[config.mk]
export PLATFORM = sky130hd
export DESIGN_NAME = mcbm_bank_regs
export DESIGN_NICKNAME = d
export VERILOG_FILES = /design/src/rtl/mcbm_pkg.sv /design/src/rtl/mcbm_bank_regs.sv
export SDC_FILE = /design/constraint.sdc
export NUM_CORES = 1
export LEC_CHECK = 0
export BUFFER_PORTS_ARGS = -buffer_cell sky130_fd_sc_hd__buf_2
export CAP_MARGIN = 25
export CELL_PAD_IN_SITES_DETAIL_PLACEMENT = 1
export CELL_PAD_IN_SITES_GLOBAL_PLACEMENT = 2
export CORE_AREA = 2 2 80 82
export DETAILED_ROUTE_END_ITERATION = 7
export DIE_AREA = 0 0 82 84
export PLACE_DENSITY = 0.79
export SYNTH_ARGS = -nofsm -noshare
export SYNTH_HDL_FRONTEND = slang
export SYNTH_SLANG_ARGS = --single-unit
[constraint.sdc]
create_clock -name clk -period 0.85 [get_ports clk]
set_clock_uncertainty 0.1 [all_clocks]
set_input_delay 0.0425 -clock clk [delete_from_list [all_inputs] [get_ports clk]]
set_output_delay 0.0425 -clock clk [all_outputs]
set_load 0.02 [all_outputs]
[src/rtl/mcbm_pkg.sv]
// Shared types and constants for the multicart bank mapper.
// Holds bus operation codes, result target codes and the decode bundle.
// No dependencies.
package mcbm_pkg;

    localparam int PRG_ADDR_BITS_DEF = 20;
    localparam int CHR_ADDR_BITS_DEF = 19;
    localparam int WRAM_DEPTH_DEF    = 8192;

    localparam int MADDR_W = 20;
    localparam int DATA_W  = 8;
    localparam int NIB_W   = 4;

    typedef enum logic [1:0] {
        OP_CPU_READ  = 2'd0,
        OP_CPU_WRITE = 2'd1,
        OP_PPU_READ  = 2'd2,
        OP_IDLE      = 2'd3
    } op_t;

    typedef enum logic [2:0] {
        TGT_NONE = 3'd0,
        TGT_DATA = 3'd1,
        TGT_PRG  = 3'd2,
        TGT_CHR  = 3'd3,
        TGT_NT   = 3'd4
    } target_t;

    // Decode of one request against the current banking state
    typedef struct packed {
        target_t              target;
        logic [MADDR_W-1:0]   mapped_address;
        logic [NIB_W-1:0]     nibble;
        logic                 wram_read;
        logic                 wram_write;
    } decode_t;

endpackage

[src/rtl/mcbm_bank_regs.sv]
// Banking state and address decode for the multicart bank mapper.
// Depends on mcbm_pkg for op codes, targets and the decode bundle.
module mcbm_bank_regs #(
    parameter int PRG_ADDR_BITS = 20,
    parameter int CHR_ADDR_BITS = 19
) (
    input  logic              clk,
    input  logic              rst_n,
    input  logic              req_accept,
    input  logic [1:0]        operation,
    input  logic [15:0]       bus_address,
    input  logic [7:0]        write_data,
    output mcbm_pkg::decode_t decode
);
    import mcbm_pkg::*;

    logic [NIB_W-1:0] nibble_reg [4];
    logic             mirror_h_reg;
    logic             prg_mode_16k_reg;
    logic             prg_half_reg;
    logic [4:0]       prg_bank_reg;
    logic [5:0]       chr_bank_reg;

    op_t         op;
    logic        is_nibble;
    logic        is_wram;
    logic        is_prg;
    logic [13:0] ppu_addr;
    logic [19:0] prg_full;
    logic [18:0] chr_full;
    logic [10:0] nt_addr;

    assign op        = op_t'(operation);
    assign is_nibble = (bus_address[15:12] == 4'h5);
    assign is_wram   = (bus_address[15:13] == 3'b011);
    assign is_prg    = bus_address[15];
    assign ppu_addr  = bus_address[13:0];

    // 16K mode shows the same bank at both halves of the window
    assign prg_full = prg_mode_16k_reg
                    ? {prg_bank_reg, prg_half_reg, bus_address[13:0]}
                    : {prg_bank_reg, bus_address[14:0]};
    assign chr_full = {chr_bank_reg, ppu_addr[12:0]};
    assign nt_addr  = mirror_h_reg ? {ppu_addr[11], ppu_addr[9:0]} : ppu_addr[10:0];

    always_comb
    begin
        decode.target         = TGT_NONE;
        decode.mapped_address = '0;
        decode.nibble         = nibble_reg[bus_address[1:0]];
        decode.wram_read      = 1'b0;
        decode.wram_write     = 1'b0;
        unique case (op)
            OP_CPU_READ:
            begin
                if (is_nibble)
                begin
                    decode.target = TGT_DATA;
                end
                else if (is_wram)
                begin
                    decode.target    = TGT_DATA;
                    decode.wram_read = 1'b1;
                end
                else if (is_prg)
                begin
                    decode.target         = TGT_PRG;
                    decode.mapped_address = MADDR_W'(prg_full[PRG_ADDR_BITS-1:0]);
                end
            end
            OP_CPU_WRITE:
            begin
                decode.wram_write = is_wram;
            end
            OP_PPU_READ:
            begin
                if (!ppu_addr[13])
                begin
                    decode.target         = TGT_CHR;
                    decode.mapped_address = MADDR_W'(chr_full[CHR_ADDR_BITS-1:0]);
                end
                else if (ppu_addr[13:8] != 6'h3F)
                begin
                    decode.target         = TGT_NT;
                    decode.mapped_address = MADDR_W'(nt_addr);
                end
            end
            default:
            begin
                decode.target = TGT_NONE;
            end
        endcase
    end

    always_ff @(posedge clk or negedge rst_n)
    begin
        if (!rst_n)
        begin
            for (int i = 0; i < 4; i++)
            begin
                nibble_reg[i] <= '0;
            end
            mirror_h_reg     <= 1'b0;
            prg_mode_16k_reg <= 1'b0;
            prg_half_reg     <= 1'b0;
            prg_bank_reg     <= '0;
            chr_bank_reg     <= '0;
        end
        else if (req_accept && (op == OP_CPU_WRITE))
        begin
            if (is_nibble)
            begin
                nibble_reg[bus_address[1:0]] <= write_data[NIB_W-1:0];
            end
            else if (is_prg)
            begin
                mirror_h_reg     <= bus_address[13];
                prg_mode_16k_reg <= bus_address[12];
                prg_half_reg     <= bus_address[6];
                prg_bank_reg     <= bus_address[11:7];
                chr_bank_reg     <= bus_address[5:0];
            end
        end
    end

endmodule

==> impl_metrics.ini <==
[sta]
max_freq_ghz = 0.659
worst_pin_slew_ns = 0.278
hold_viol = 23
postLayoutSetupSlackWorst_ns = -0.667
relSlewSlack = 0.814
fin_crit_ns = 1.52
fin_crit_sh = 1.78
setup_viol = 59
slew_violations = 0
fin_hold_ws_ns = -0.102
rsz0062_at_grt = true

[final_layout]
largest_register_ff_count = 16
fin_area_um2 = 3130
design.final.nets = 258
final_layout_size_suffix_gt1_frac = 0.835
diodes = 0
instances_no_fill = 307
area_growth_pct = 92.9

[clock_network]
clockBufferDepth = 2
clock_latency_ns = 0.29
cts_max_level = 2
clk_pin_slew_ns = 0.08
cts_buffers = 5
cts_root_buffer = clkbuf_8
cts_tree = done
cts_hold_buf = 1
cts_num_sinks = 30

[power_and_ir_drop]
p_leak_nw = 1.49
ir_drop_v = 0.000654
p_per_area_nw_per_um2 = 1420

[detailed_routing]
routed_wl_um = 6290
wl_per_cell_um = 20.5
postRouteAntennaNets = 0
drt_first_pass_iters = 4
via_per_inst = 4.96
drc = 0
vias = 1523
drtIter0Drc = 43

[placement]
port_buffers = 53
placed_area_um2 = 2370
dp_cells = 279
gp_congestion = 0.755
hpwlAfterDp_um = 3660

[flow_run]
cap_violations = 0

[yosys]
netlist_instances = 129
ys_top_cells_by_area = dfrtp_1 (46%), mux2_2 (14%), mux2_1 (5.6%)
seq_area_frac_synth = 0.463
synth_area_leader_cell = dfrtp_1
ys_types = 31
syn_nets = 158
synth_area_um2 = 1620
yosysWarnings = 0
avgSynthCellArea_um2 = 12.6
synth.ff_latch_count = 30
yosysTopAreaCellShare = 0.463

[worst_setup_path]
reg2reg_depth = 2
reg2reg_from = prg_bank_reg[1]
r2r_slack_ns = -0.17
reg2reg_to = prg_bank_reg[1]
path_class = flop to output port
required_ns = 0.71
endpoint = decode[20]
setup.worst_path.start = prg_mode_16k_reg
start_kind = flop
worstPathMaxFanout = 2
end_kind = output port
arrival_ns = 1.37

[floorplanning]
dieArea_um2 = 6890
die_w_um = 82
rows = 29
ioPinCount = 58
coreArea_um2 = 6100
die_h_um = 84
initial_core_util = 0.266

[worst_hold_path]
hp-class = primary input to flop

[global_route]
grt_overflow_total = 0
grt_pass1_wl_um = 9480
grt.total_usage = 0.188
grt_pass1_vias = 1741
antenna_found_initial = 0
grt_max_degree = 31

[run_status]
outcome = finished with violations
violations = hold timing, setup timing
[report_power, final]
group	total (mW)	internal (mW)	switching, mW
combinational	1.43	0.865	0.569
sequential	1.75	1.61	0.140
clock	1.27	0.651	0.614
[worst min path at each step]
stage | from | endpoint | slack (ns) | cells after the start
final | bus_address[5] | chr_bank_reg[5] | -0.10 | 2
after global routing | bus_address[5] | chr_bank_reg[5] | -0.1 | 2
after CTS | bus_address[5] | chr_bank_reg[5] | -0.11 | 2
after detailed placement | rst_n | mirror_h_reg | -0.09 | 2
after global placement | rst_n | prg_bank_reg[3] | -0.09 | 2
after floorplan | rst_n | chr_bank_reg[0] | -0.35 | 0
[through the flow]
stage	setup WS [ns]	setup TNS, ns	utilization	power [mW]
5_1_grt	-0.711	-18.14	0.513	4.63
3_3_place_gp	-0.530	-23.61	0.389	2.74
4_1_cts	-0.669	-15.52	0.492	4.35
3_5_place_dp	-0.575	-24.35	0.389	2.77
6_report	-0.667	-16.71	0.513	4.45
2_1_floorplan	-0.420	-9.94	-	2.37
[logic make-up (layout without fill, tap and decap cells)]
kind of cell | count (synthesis) | in the layout | synth area share
AND/OR/NAND/NOR | 41 | 41 | 0.161
multiplexers | 36 | 36 | 0.287
flip-flops | 30 | 30 | 0.463
AO/OA/AOI/OAI | 11 | 12 | 0.0509
buffers and inverters | 11 | 111 | 0.0378
[area by class of cell]
| class | count | area, um^2 |
|---|---|---|
| multi-input cells | 89 | 1190 |
| fillers | 621 | 2970 |
| flip-flops and latches | 30 | 751 |
| well taps | 77 | 96.3 |
| clock inverters | 2 | 12.5 |
| repair buffers | 100 | 978 |
| inverters | 3 | 16.3 |
| clock buffers | 6 | 82.6 |
[layer usage]
layer  global-route usage  vias up  routed length, um
li1                     -      670                  -
met1                0.215      784               2480
met2                0.332       52               3330
met3               0.0368       17                281
met4               0.0788        0                187
met5                    0        -                  0
[Yosys cell counts]
cell type / n
nand3_2: 1
inv_1: 3
dfrtp_1: 30
and2_1: 12
nand3_1: 3
buf_2: 4
a21oi_1: 1
nand4_1: 1
a22o_1: 1
nor2b_1: 2
or3_4: 1
nand3b_1: 1
or2_2: 2
mux2_2: 20
mux2_4: 4
nand4bb_1: 2
nor2_1: 9
o311a_1: 1
mux4_2: 4
and3_1: 2
nor4bb_1: 1
mux2_1: 8
a22oi_1: 5
and3b_1: 1
nor3_2: 1
and4b_1: 1
clkbuf_1: 2
nand2_1: 1
buf_6: 2
a31oi_1: 1
o21a_1: 2
[timing repair]
item	in CTS	in global routing
cloned	2	0
endpoints found under the setup margin	59	59
resized for setup	112	16
buffers inserted	12	8
endpoints found under the hold margin	54	24
pin swaps	22	14
[cell usage in the layout (no fill, tap or decap), types with 2 or more instances in the layout]
cell type,count
nand4bb_4,2
and2_4,12
o311a_4,2
buf_8,5
mux4_2,4
mux2_4,24
nor2b_4,2
buf_2,19
buf_4,26
or2_4,2
nand3_4,3
buf_6,44
a22oi_2,5
dfrtp_1,30
nor2_4,8
buf_12,4
and3_4,2
mux2_2,8
inv_4,2
clkbuf_8,6
[critical path, cell delays in order, from the launching register on]
cell and delay (ns):
dfrtp_1 0.41, mux2_4 0.31, a22oi_2 0.18, nor2_4 0.05, buf_6 0.13
Note: power is estimated with default switching activity, not from simulation.
